## config.mk

```make
export PLATFORM = sky130hd
export DESIGN_NAME = ochs_ram
export DESIGN_NICKNAME = d
export VERILOG_FILES = /design/src/design/ordered_convex_hull_scan_assert.svh /design/src/design/ochs_ram.sv
export SDC_FILE = /design/constraint.sdc
export NUM_CORES = 2
export LEC_CHECK = 0
export BUFFER_PORTS_ARGS = -buffer_cell sky130_fd_sc_hd__buf_2
export CAP_MARGIN = 10
export CORE_MARGIN = 4
export CORE_UTILIZATION = 55
export CTS_BUF_LIST = sky130_fd_sc_hd__clkbuf_8 sky130_fd_sc_hd__clkbuf_16
export DETAILED_ROUTE_END_ITERATION = 10
export PLACE_DENSITY = 0.81
export SYNTH_ARGS = -nofsm -noshare
export SYNTH_HDL_FRONTEND = slang
export SYNTH_SLANG_ARGS = --single-unit
```

## constraint.sdc

```tcl
create_clock -name clk -period 7.95 [get_ports clk]
set_clock_uncertainty 0.1 [all_clocks]
set_input_delay 0.3975 -clock clk [delete_from_list [all_inputs] [get_ports clk]]
set_output_delay 0.3975 -clock clk [all_outputs]
set_load 0.005 [all_outputs]
```

## src/design/ordered_convex_hull_scan_assert.svh

```systemverilog
// assertion macros for the ordered convex hull scan
// included by the top level, needs nothing else
`ifndef ORDERED_CONVEX_HULL_SCAN_ASSERT_SVH
`define ORDERED_CONVEX_HULL_SCAN_ASSERT_SVH

// same-cycle implication, checked out of reset
`define OCHS_ASSERT_IMP(lbl, clk, rst_n, ante, cons) \
    lbl: assert property (@(posedge clk) disable iff (!rst_n) (ante) |-> (cons)) \
        else $error("ochs assertion failed");

// next-cycle implication, checked out of reset
`define OCHS_ASSERT_NXT(lbl, clk, rst_n, ante, cons) \
    lbl: assert property (@(posedge clk) disable iff (!rst_n) (ante) |=> (cons)) \
        else $error("ochs assertion failed");

`endif

```

## src/design/ochs_ram.sv

```systemverilog
// generic single write port, single read port ram with registered read
// no dependencies
module ochs_ram #(
    parameter int WIDTH = 64,
    parameter int DEPTH = 64
) (
    input  logic                     clk,
    input  logic                     we,
    input  logic [$clog2(DEPTH)-1:0] waddr,
    input  logic [WIDTH-1:0]         wdata,
    input  logic [$clog2(DEPTH)-1:0] raddr,
    output logic [WIDTH-1:0]         rdata
);

    logic [WIDTH-1:0] mem [DEPTH];
    logic [WIDTH-1:0] rdata_reg;

    always_ff @(posedge clk)
    begin
        if (we)
        begin
            mem[waddr] <= wdata;
        end
        rdata_reg <= mem[raddr];
    end

    assign rdata = rdata_reg;

endmodule

```

==> metrics.txt <==
outcome=completed; Fin Setup TNS=0 ns; kind of critical path=in2reg; required time of the critical path=roughly 8.6 ns; clock buffer depth=4; clk slew on worst S/H paths=0.07 ns; first drt pass iteration count=6; final setup fails=0; Rel. slew slack=4.55%; CP peak stage delay=roughly 0.85 ns; Most Frequent Cell on Critical Path=buf_4; Startpoint Class=input port; Root Driver=clkbuf_16; power per standard cell area=about 260 mW/mm^2; layout cells sized above 1=about 28%; Hold Slack=0.0900 ns; total gr overflow=0; Critical Path, Cell by Cell=buf_8, buf_4, and2_4, buf_4, a22oi_1, and3_1, a211oi_1; Cell variety after synth=33; Worst Setup Slack, final=4.45 ns; drt total wl=around 460 mm; largest net degree at the start of global routing=about 130; H-tree levels=5; post-CTS sizing=0; sequential area share after synthesis=between 70% and 80%; Critical path buffers and inverters=3; first-pass GRT wire length=~640 mm; dpl hpwl=roughly 210 mm; RSZ-0062 raised after global routing=no; gr usage total=between 30% and 40%; CTS sink cnt=between 4k and 5k; met3 WL=between 60 and 70 mm; maximum clock rate=approximately 0.29 GHz; Die Y=between 500 and 600 um; vias in the first global route=82.8k; CTS tree=built; Setup crit start=raddr[2]; row cnt=approximately 200; beginning of the worst hold path=wdata[61]; crit-path leading delay family=buffers and inverters; Leak=54.7 nW; worst vdd ir=0.253 mV; Yosys reg bits=approximately 4.2k; Post-Syn Nets=6,676; syn avg cell area=approximately 24 sq um; met1 wire length=137 mm; Die X=about 540 um; critical path arrival=just over 4 ns; fin. max-slew vios=0; CTS buffer count=around 380; final count of hold timing violations=0; Tot Pwr=45.3 mW; clk_lat worst skew=~0.96 ns; Setup Fix Bufs, Post-CTS=0; Worst path slowest cell=and2_4; cell count after synthesis=about 6.6k; WL met2=approximately 220 mm; P&R area growth vs syn=11.8%; max FFs per register=between 4k and 5k; hold buffers post-CTS=0; Max FO, Critical Path=44; maxcap violations=0; post-place setup slack=3.81 ns; Core ar.=~0.28 sq mm; worst hold path type=in2reg; antenna violations before repair=38; Max Used Layer=met5; drt wl/cell=41.7 um; DRC=0; initial DRC count=between 10k and 15k; synth warn=0; Tmin final=between 3 and 4 ns; worst r2r src=mem[10][62]; synthesized area=between 0.15 and 0.2 sq mm; Die Area=around 0.3 sq mm; Total Nets Final=7,014; Via density=around 7.3; PortBufs=roughly 140; # fillers=approximately 17k; vias=roughly 80k; IO Count=between 100 and 150; Slew @ Worst Pin=1.43 ns; post-route ant nets=0; CP endpoint kind=flop; fin crit share=44.1%; GPL Wtd Cong=a little over 0.8; Initial Util=between 50% and 60%
==> cell families after synthesis <==
logic type / after synthesis / synth area share [%]
flip-flops: 4160 / 79.5
multiplexers: 1159 / 15.6
AO/OA/AOI/OAI: 504 / 2.48
buffers and inverters: 389 / 1.18
AND/OR/NAND/NOR: 386 / 1.24
==> power breakdown <==
group	leakage, nW	switching [mW]	internal, mW
clock	6.48	8.29	10.5
combinational	10.8	1.35	0.746
sequential	37.4	0.138	24.3
total	54.7	9.78	35.5
==> per-layer routing <==
layer / up-vias / GRT usage [%]
met3: 1945 / 8.15
met4: 36 / 21.6
li1: 29100 / -
met5: - / 0
met2: 8067 / 49.2
met1: 40800 / 38.7
==> worst paths after layout <==
check	cells past startpoint	end	slack, ns
max	7	rdata[29]	4.45
min	1	mem[12][61]	0.09
max reg2reg	5	rdata[62]	5.54
min reg2reg	4	rdata[18]	0.75
==> layout make-up <==
| cell class | count | area [sq um] | share of cell area [%] |
|---|---|---|---|
| Sequential cell | 4160 | 124000 | 71.1 |
| Multi-Input combinational cell | 2049 | 30800 | 17.6 |
| Clock inverter | 282 | 2500 | 1.43 |
| Antenna cell | 21 | 52.6 | 0.0301 |
| Inverter | 19 | 71.3 | 0.0408 |
| Timing Repair Buffer | 322 | 2360 | 1.35 |
| Tap cell | 3743 | 4680 | 2.68 |
| Clock buffer | 412 | 10100 | 5.78 |
==> cell usage after synthesis, drive strengths merged <==
master / n / area [sq um]
and3: 64 / 400
inv: 19 / 71.3
a22oi: 168 / 1260
a31oi: 18 / 113
a41oi: 26 / 228
or3b: 1 / 8.76
a2bb2oi: 19 / 166
buf: 230 / 1250
clkbuf: 140 / 526
nor2: 112 / 420
nand3b: 2 / 15.0
o221ai: 38 / 333
nor3: 2 / 10.0
and2: 3 / 18.8
a22o: 88 / 771
nand2: 58 / 218
mux4: 1024 / 23100
dfxtp: 64 / 1280
a31o: 1 / 8.76
nand2b: 11 / 68.8
o22ai: 83 / 519
edfxtp: 4096 / 123000
a211oi: 63 / 473
nor2b: 28 / 175
nand3: 45 / 225
or2: 28 / 175
nand4: 2 / 12.5
nand4b: 1 / 8.76
or3: 29 / 181
mux2i: 135 / 1350
==> cells in the final DEF, fill, tap and decap left out, types with 21 or more instances in the layout <==
cell type / count
and3_1: 64
dfxtp_1: 64
buf_2: 138
clkinv_2: 76
buf_4: 159
o22ai_1: 83
or3_1: 29
a22o_1: 88
a22oi_1: 168
a41oi_1: 26
a211oi_1: 63
nand2_1: 56
inv_1: 96
clkbuf_16: 393
nor2b_1: 24
nand3_1: 45
nor2_1: 47
clkinv_1: 53
edfxtp_1: 4096
or2_2: 28
mux4_2: 1024
nor2_4: 64
o221ai_1: 38
diode_2: 21
mux2i_1: 135
buf_12: 21
bufinv_16: 40
==> metrics by stage <==
stage / utilization [%] / instances / area (sq um)
2_1_floorplan: - / 6598 / 156000
3_3_place_gp: 57.4 / 10300 / 162000
3_5_place_dp: 57.4 / 10300 / 162000
4_1_cts: 61.8 / 11000 / 175000
5_1_grt: 61.9 / 11000 / 175000
6_report: 61.9 / 11000 / 175000
No activity file was read; power rests on OpenSTA's default activity.
