**src/design/ordered_convex_hull_scan_assert.svh**
```systemverilog
// assertion macros for the ordered convex hull scan
// included by the top level, needs nothing else
`ifndef ORDERED_CONVEX_HULL_SCAN_ASSERT_SVH
`define ORDERED_CONVEX_HULL_SCAN_ASSERT_SVH

// same-cycle implication, checked out of reset
`define OCHS_ASSERT_IMP(lbl, clk, rst_n, ante, cons) \
    lbl: assert property (@(posedge clk) disable iff (!rst_n) (ante) |-> (cons)) \
        else $error("ochs assertion failed");

// next-cycle implication, checked out of reset
`define OCHS_ASSERT_NXT(lbl, clk, rst_n, ante, cons) \
    lbl: assert property (@(posedge clk) disable iff (!rst_n) (ante) |=> (cons)) \
        else $error("ochs assertion failed");

`endif

```
**src/design/ochs_pkg.sv**
```systemverilog
// shared constants and types for the ordered convex hull scan
// used by the cross product unit and the top level
package ochs_pkg;

    localparam int STACK_DEPTH = 64;
    localparam int COORD_BITS  = 32;

    localparam int FIELD_W = 32;
    localparam int SIZE_W  = 7;
    localparam int CNT_W   = $clog2(STACK_DEPTH + 1);
    localparam int ADDR_W  = $clog2(STACK_DEPTH);
    localparam int DIFF_W  = COORD_BITS + 1;
    localparam int HALF_W  = (DIFF_W + 1) / 2;
    localparam int ACC_W   = 2 * DIFF_W + 2;

    typedef struct packed {
        logic signed [COORD_BITS-1:0] x;
        logic signed [COORD_BITS-1:0] y;
    } point_t;

    typedef struct packed {
        logic signed [FIELD_W-1:0] x_coord;
        logic signed [FIELD_W-1:0] y_coord;
        logic                      last_point;
    } point_in_t;

    typedef struct packed {
        logic signed [FIELD_W-1:0] hull_x;
        logic signed [FIELD_W-1:0] hull_y;
        logic [SIZE_W-1:0]         hull_size;
        logic                      final_vertex;
        logic                      overflowed;
    } hull_out_t;

    typedef struct packed {
        point_t a;
        point_t b;
        point_t c;
    } cross_req_t;

    typedef struct packed {
        logic done;
        logic positive;
        logic zero;
    } cross_res_t;

endpackage

```
**src/design/ochs_cross.sv**
```systemverilog
// exact sign of cross(b - a, c - a) with one narrow multiplier
// reused over eight partial products; depends on ochs_pkg
module ochs_cross (
    input  logic                clk,
    input  logic                rst_n,
    input  logic                go,
    input  ochs_pkg::cross_req_t req,
    output ochs_pkg::cross_res_t res
);

    import ochs_pkg::*;

    typedef enum logic [2:0] {C_IDLE, C_MAG, C_MUL, C_DRAIN, C_FIN} cstate_t;

    localparam logic [1:0] SH_NONE = 2'd0;
    localparam logic [1:0] SH_ONE  = 2'd1;
    localparam logic [1:0] SH_TWO  = 2'd2;
    localparam logic [2:0] STEP_LAST = 3'd7;

    cstate_t state_reg, state_next;

    logic signed [DIFF_W-1:0] ux_reg, ux_next, uy_reg, uy_next;
    logic signed [DIFF_W-1:0] vx_reg, vx_next, vy_reg, vy_next;
    logic [DIFF_W-1:0] mux_reg, mux_next, muy_reg, muy_next;
    logic [DIFF_W-1:0] mvx_reg, mvx_next, mvy_reg, mvy_next;
    logic n1_reg, n1_next, n2_reg, n2_next;
    logic [2:0] step_reg, step_next;
    logic [2*HALF_W-1:0] pp_reg, pp_next;
    logic pp_neg_reg, pp_neg_next, pp_vld_reg, pp_vld_next;
    logic [1:0] pp_sh_reg, pp_sh_next;
    logic signed [ACC_W-1:0] acc_reg, acc_next, acc_add;

    logic [DIFF_W-1:0] op1, op2;
    logic [HALF_W-1:0] d1, d2;
    logic [ACC_W-1:0]  ext, addend;

    function automatic logic [DIFF_W-1:0] mag(input logic signed [DIFF_W-1:0] d);
        return d[DIFF_W-1] ? DIFF_W'(-d) : DIFF_W'(d);
    endfunction

    // operand digits for the current partial product
    always_comb
    begin
        op1 = step_reg[2] ? muy_reg : mux_reg;
        op2 = step_reg[2] ? mvx_reg : mvy_reg;
        d1  = step_reg[1] ? HALF_W'(op1[DIFF_W-1:HALF_W]) : op1[HALF_W-1:0];
        d2  = step_reg[0] ? HALF_W'(op2[DIFF_W-1:HALF_W]) : op2[HALF_W-1:0];
    end

    always_comb
    begin
        ext = ACC_W'(pp_reg);
        unique case (pp_sh_reg)
            SH_NONE: addend = ext;
            SH_ONE:  addend = ext << HALF_W;
            SH_TWO:  addend = ext << (2 * HALF_W);
            default: addend = '0;
        endcase
        acc_add = pp_neg_reg ? acc_reg - $signed(addend) : acc_reg + $signed(addend);
    end

    always_comb
    begin
        state_next  = state_reg;
        ux_next     = ux_reg;
        uy_next     = uy_reg;
        vx_next     = vx_reg;
        vy_next     = vy_reg;
        mux_next    = mux_reg;
        muy_next    = muy_reg;
        mvx_next    = mvx_reg;
        mvy_next    = mvy_reg;
        n1_next     = n1_reg;
        n2_next     = n2_reg;
        step_next   = step_reg;
        pp_next     = pp_reg;
        pp_neg_next = pp_neg_reg;
        pp_sh_next  = pp_sh_reg;
        pp_vld_next = pp_vld_reg;
        acc_next    = acc_reg;
        unique case (state_reg)
            C_IDLE:
            begin
                if (go)
                begin
                    ux_next    = DIFF_W'(req.b.x) - DIFF_W'(req.a.x);
                    uy_next    = DIFF_W'(req.b.y) - DIFF_W'(req.a.y);
                    vx_next    = DIFF_W'(req.c.x) - DIFF_W'(req.a.x);
                    vy_next    = DIFF_W'(req.c.y) - DIFF_W'(req.a.y);
                    state_next = C_MAG;
                end
            end
            C_MAG:
            begin
                mux_next    = mag(ux_reg);
                muy_next    = mag(uy_reg);
                mvx_next    = mag(vx_reg);
                mvy_next    = mag(vy_reg);
                n1_next     = ux_reg[DIFF_W-1] ^ vy_reg[DIFF_W-1];
                n2_next     = uy_reg[DIFF_W-1] ^ vx_reg[DIFF_W-1];
                acc_next    = '0;
                step_next   = '0;
                pp_vld_next = 1'b0;
                state_next  = C_MUL;
            end
            C_MUL:
            begin
                pp_next     = (2 * HALF_W)'(d1) * (2 * HALF_W)'(d2);
                pp_sh_next  = {1'b0, step_reg[1]} + {1'b0, step_reg[0]};
                // second product is subtracted
                pp_neg_next = step_reg[2] ? ~n2_reg : n1_reg;
                pp_vld_next = 1'b1;
                if (pp_vld_reg)
                begin
                    acc_next = acc_add;
                end
                step_next = step_reg + 3'd1;
                if (step_reg == STEP_LAST)
                begin
                    state_next = C_DRAIN;
                end
            end
            C_DRAIN:
            begin
                acc_next    = acc_add;
                pp_vld_next = 1'b0;
                state_next  = C_FIN;
            end
            C_FIN:
            begin
                state_next = C_IDLE;
            end
            default:
            begin
                state_next = C_IDLE;
            end
        endcase
    end

    always_ff @(posedge clk or negedge rst_n)
    begin
        if (!rst_n)
        begin
            state_reg  <= C_IDLE;
            ux_reg     <= '0;
            uy_reg     <= '0;
            vx_reg     <= '0;
            vy_reg     <= '0;
            mux_reg    <= '0;
            muy_reg    <= '0;
            mvx_reg    <= '0;
            mvy_reg    <= '0;
            n1_reg     <= 1'b0;
            n2_reg     <= 1'b0;
            step_reg   <= '0;
            pp_reg     <= '0;
            pp_neg_reg <= 1'b0;
            pp_sh_reg  <= SH_NONE;
            pp_vld_reg <= 1'b0;
            acc_reg    <= '0;
        end
        else
        begin
            state_reg  <= state_next;
            ux_reg     <= ux_next;
            uy_reg     <= uy_next;
            vx_reg     <= vx_next;
            vy_reg     <= vy_next;
            mux_reg    <= mux_next;
            muy_reg    <= muy_next;
            mvx_reg    <= mvx_next;
            mvy_reg    <= mvy_next;
            n1_reg     <= n1_next;
            n2_reg     <= n2_next;
            step_reg   <= step_next;
            pp_reg     <= pp_next;
            pp_neg_reg <= pp_neg_next;
            pp_sh_reg  <= pp_sh_next;
            pp_vld_reg <= pp_vld_next;
            acc_reg    <= acc_next;
        end
    end

    assign res.done     = (state_reg == C_FIN);
    assign res.zero     = (acc_reg == '0);
    assign res.positive = ~acc_reg[ACC_W-1] && (acc_reg != '0);

endmodule

```
**config.mk**
```make
export PLATFORM = sky130hd
export DESIGN_NAME = ochs_cross
export DESIGN_NICKNAME = d
export VERILOG_FILES = /design/src/design/ordered_convex_hull_scan_assert.svh /design/src/design/ochs_pkg.sv /design/src/design/ochs_cross.sv
export SDC_FILE = /design/constraint.sdc
export NUM_CORES = 2
export LEC_CHECK = 0
export ABC_AREA = 1
export BUFFER_PORTS_ARGS = -buffer_cell sky130_fd_sc_hd__buf_2
export CELL_PAD_IN_SITES_DETAIL_PLACEMENT = 1
export CELL_PAD_IN_SITES_GLOBAL_PLACEMENT = 2
export CORE_MARGIN = 5
export CORE_UTILIZATION = 33
export DETAILED_ROUTE_END_ITERATION = 16
export PLACE_DENSITY_LB_ADDON = 0.1
export SYNTH_ARGS = -nofsm -noshare
export SYNTH_HDL_FRONTEND = slang
export SYNTH_SLANG_ARGS = --single-unit
```
**constraint.sdc**
```tcl
create_clock -name clk -period 6.2 [get_ports clk]
set_input_delay 0.93 -clock clk [delete_from_list [all_inputs] [get_ports clk]]
set_output_delay 0.93 -clock clk [all_outputs]
set_load 0.01 [all_outputs]
```
==> key figures <==
Die
  – I/O pin count: 198
  – Core area: 0.129 mm2
  – Num rows: about 130
  – Chip Height: 371 um
  – Die W: approximately 370 um
  – Initial Util: 33.2%
  – Die area: 0.138 mm2

Logic synthesis
  – EDFF count, synth: 0
  – Ys Warns: 0
  – Register area share after synthesis: 22.0%
  – Gate Count Post-Synth: 6419
  – Syn nets: 7153
  – FFs w/ async S/R, synth: 100%
  – Yosys cell types: 56
  – Most used DFF post-synth: dfrtp_1
  – Mapped cell area: 0.0430 mm2
  – Yosys reg bits: 378
  – Syn Area/Cell: 6.70 um2

Clocking
  – Root Driver: clkbuf_16
  – Clock slew at the register clock pins of the worst setup and hold paths: 0.06 ns
  – CTS buffer count: 52
  – Max Root-Sink Buffers: 3
  – Clk sink count: 378
  – CTS H-tree depth: 2
  – TritonCTS clock tree: yes
  – Worst-Skew Late Latency: 0.69 ns

STA
  – Tcrit/Tclk final: 101%
  – RSZ-0062 raised after global routing: true
  – Slew HR: 36.9%
  – Final setup fails: 14
  – Actual slew at the worst max-slew pin: 0.944 ns
  – Hold Fails Final Rpt: 0
  – Fin. max-slew vios: 0
  – Worst Slack Setup Final: -0.0781 ns
  – Fmax: 0.159 GHz
  – Setup Skew: 0.0331 ns
  – Setup TNS: -0.499 ns
  – Final Critical Period: around 6.3 ns

Run status
  – Failing checks: setup timing
  – Outcome: finished, violations left

Drt
  – Wirelength per Cell: 21.8 um
  – Top Metal Used: met5
  – Routed wl met2: 89000 um
  – DR vias/cell: about 5.1
  – 1st-pass router iterations: 5
  – Met3 wire length: between 7000 and 8000 um
  – Final wirelength: 187000 um
  – Post-route ant nets: 0
  – DRC viols: 0
  – Wire length on met1: 85400 um
  – DRT iter0 DRCs: 2459
  – DR vias: approximately 44000

Critical path
  – Worst path max stage delay: around 0.55 ns
  – Buf+Inv Stages, Crit Path: 10
  – Reg2reg end: pp_reg[26]
  – Worst Setup Start Kind: flip-flop
  – Most frequent CP cell: fa_1
  – Crit path capture type: flip-flop
  – Cell count along the critical path: 27
  – Top cell family by delay on the critical path: adder cells
  – WP data arrival: between 6 and 7 ns
  – R2R cell count: 27
  – Worst r2r src: step_reg[2]
  – WS Path Type: flip-flop to flip-flop
  – CP max FO: 9
  – Critical path's slowest cell: fa_1
  – Reg2reg setup slack: -0.08 ns
  – CP required: between 6 and 7 ns

Global routing
  – First-pass GRT wire length: about 280000 um
  – Largest net degree at the start of global routing: roughly 150
  – Total track usage: 26.6%
  – Vias in the first global route: 45400
  – Initial antenna violation count: 7
  – Global route overflow: 0

Place
  – Port-buffer cells: between 150 and 200
  – Routability congestion estimate: 0.947
  – Post-DP HPWL: about 160000 um

Final layout
  – Max reg flops: 68
  – # fillers: 16700
  – Layout cells sized above 1: 13.1%
  – Final nets: 7549
  – Area Growth Syn to Fin: 18.3%

Run
  – Max-Cap Viols: 0

Worst hold path
  – Hold Crit Class: primary input to async pin
==> repair_timing <==
action | CTS | global route
buffers inserted | 10 | 19
pin swaps | 9 | 22
setup endpoints to repair | 20 | 23
hold buffers | 0 | 0
hold endpoints to repair | 0 | 0
cloned | 1 | 5
resized for setup | 77 | 153
==> layer usage <==
metal,GRT usage [%],vias up
li1,-,21300
met1,35.8,21500
met2,45.8,819
met3,2.66,190
met4,7.19,2
met5,0,-
==> synth_stat cells (5+ instances only) <==
master | n | area share, %
a21boi_0 | 9 | 0.16
o21ai_1 | 11 | 0.13
o22ai_1 | 19 | 0.28
nand3_2 | 9 | 0.21
nand2_1 | 1665 | 15
buf_2 | 9 | 0.10
clkinv_1 | 13 | 0.11
nor4_1 | 38 | 0.55
o221a_2 | 6 | 0.16
dfrtp_1 | 378 | 22
xnor2_1 | 72 | 1.5
a32oi_1 | 17 | 0.35
nor2_4 | 5 | 0.13
o31ai_1 | 9 | 0.16
nand3b_1 | 17 | 0.30
a21oi_1 | 339 | 3.9
nor2_2 | 17 | 0.25
o211ai_1 | 12 | 0.21
nor3_1 | 90 | 1.0
clkbuf_1 | 120 | 1.0
inv_1 | 961 | 8.4
buf_6 | 7 | 0.18
o21ai_0 | 516 | 6.0
o21a_1 | 22 | 0.38
o21bai_1 | 51 | 0.89
nand2_2 | 23 | 0.33
xor2_1 | 160 | 3.3
o21ai_2 | 7 | 0.14
fa_1 | 229 | 11
ha_1 | 310 | 9.0
nand3_1 | 330 | 3.8
nor2_1 | 727 | 6.3
and2_1 | 5 | 0.073
or2_2 | 57 | 0.83
buf_1 | 16 | 0.14
a31oi_1 | 27 | 0.39
nand4_1 | 67 | 0.98
a21o_1 | 25 | 0.44
==> logic make-up after synthesis <==
| family | share of synthesized area (%) |
|---|---|
| compound gates | 13.8 |
| xor+xnor | 4.73 |
| fa+ha+maj | 19.7 |
| buf+inv | 10.1 |
| flops | 22.0 |
| simple gates | 29.7 |
==> per-stage QoR <==
step	area [um2]	setup slack, ns	util [%]	hold WS (ns)	instances
6_report	50800	-0.0781	39.3	0.160	8600
5_1_grt	50800	-0.306	39.3	0.165	8599
4_1_cts	50000	-0.0662	38.6	0.138	8574
3_5_place_dp	47800	-0.327	36.9	0.475	8468
3_3_place_gp	47800	-0.197	36.9	0.464	8468
2_1_floorplan	43000	-0.000411	-	0.447	6419
==> cell usage in the layout (no fill, tap or decap), drive strengths merged <==
cell type,synthesis,final
nor4,39,39
and3,1,1
a31oi,27,27
or2,57,57
o211ai,12,12
and2,5,5
a221oi,3,3
xnor2,72,72
o21a,22,22
inv,964,970
a21oi,339,339
fa,229,229
diode,0,2
clkinv,14,25
a21o,25,25
a31o,1,1
nand2b,2,2
bufinv,0,6
clkbuf,120,69
dfrtp,378,378
nand3b,17,17
a32oi,18,18
nand2,1688,1688
clkinvlp,0,8
a21boi,9,9
o21bai,51,51
o22ai,19,19
xor2,160,160
o41ai,2,2
o21ai,534,534
a32o,1,1
nand3,339,339
ha,310,310
buf,34,491
nor2,750,750
nand4,69,69
o2111ai,1,1
o31ai,9,9
nor3,92,92
o221a,6,6
==> area by class of cell <==
class / count / area [um2] / share of cell area (%)
diodes: 2 / 5.00 / 0.00985
clock inverters: 31 / 405 / 0.797
multi-input cells: 4909 / 30000 / 59.1
inverters: 978 / 3720 / 7.31
flip-flops and latches: 378 / 9460 / 18.6
well taps: 1742 / 2180 / 4.29
clock buffers: 64 / 1410 / 2.77
repair buffers: 496 / 3640 / 7.16
==> how the worst max path moves through the flow <==
stage                            from         end  slack, ns
after floorplan           step_reg[2]  pp_reg[25]    -0.0004
after global placement    step_reg[2]  pp_reg[21]      -0.20
after detailed placement  step_reg[2]  pp_reg[21]      -0.33
after CTS                 step_reg[2]  pp_reg[18]      -0.07
after global routing      step_reg[2]  pp_reg[31]      -0.31
final                     step_reg[2]  pp_reg[26]      -0.08
Power is left out: the tool's default activity adds up to more than one toggle a clock period on the data nets, which glitch-free logic cannot reach.
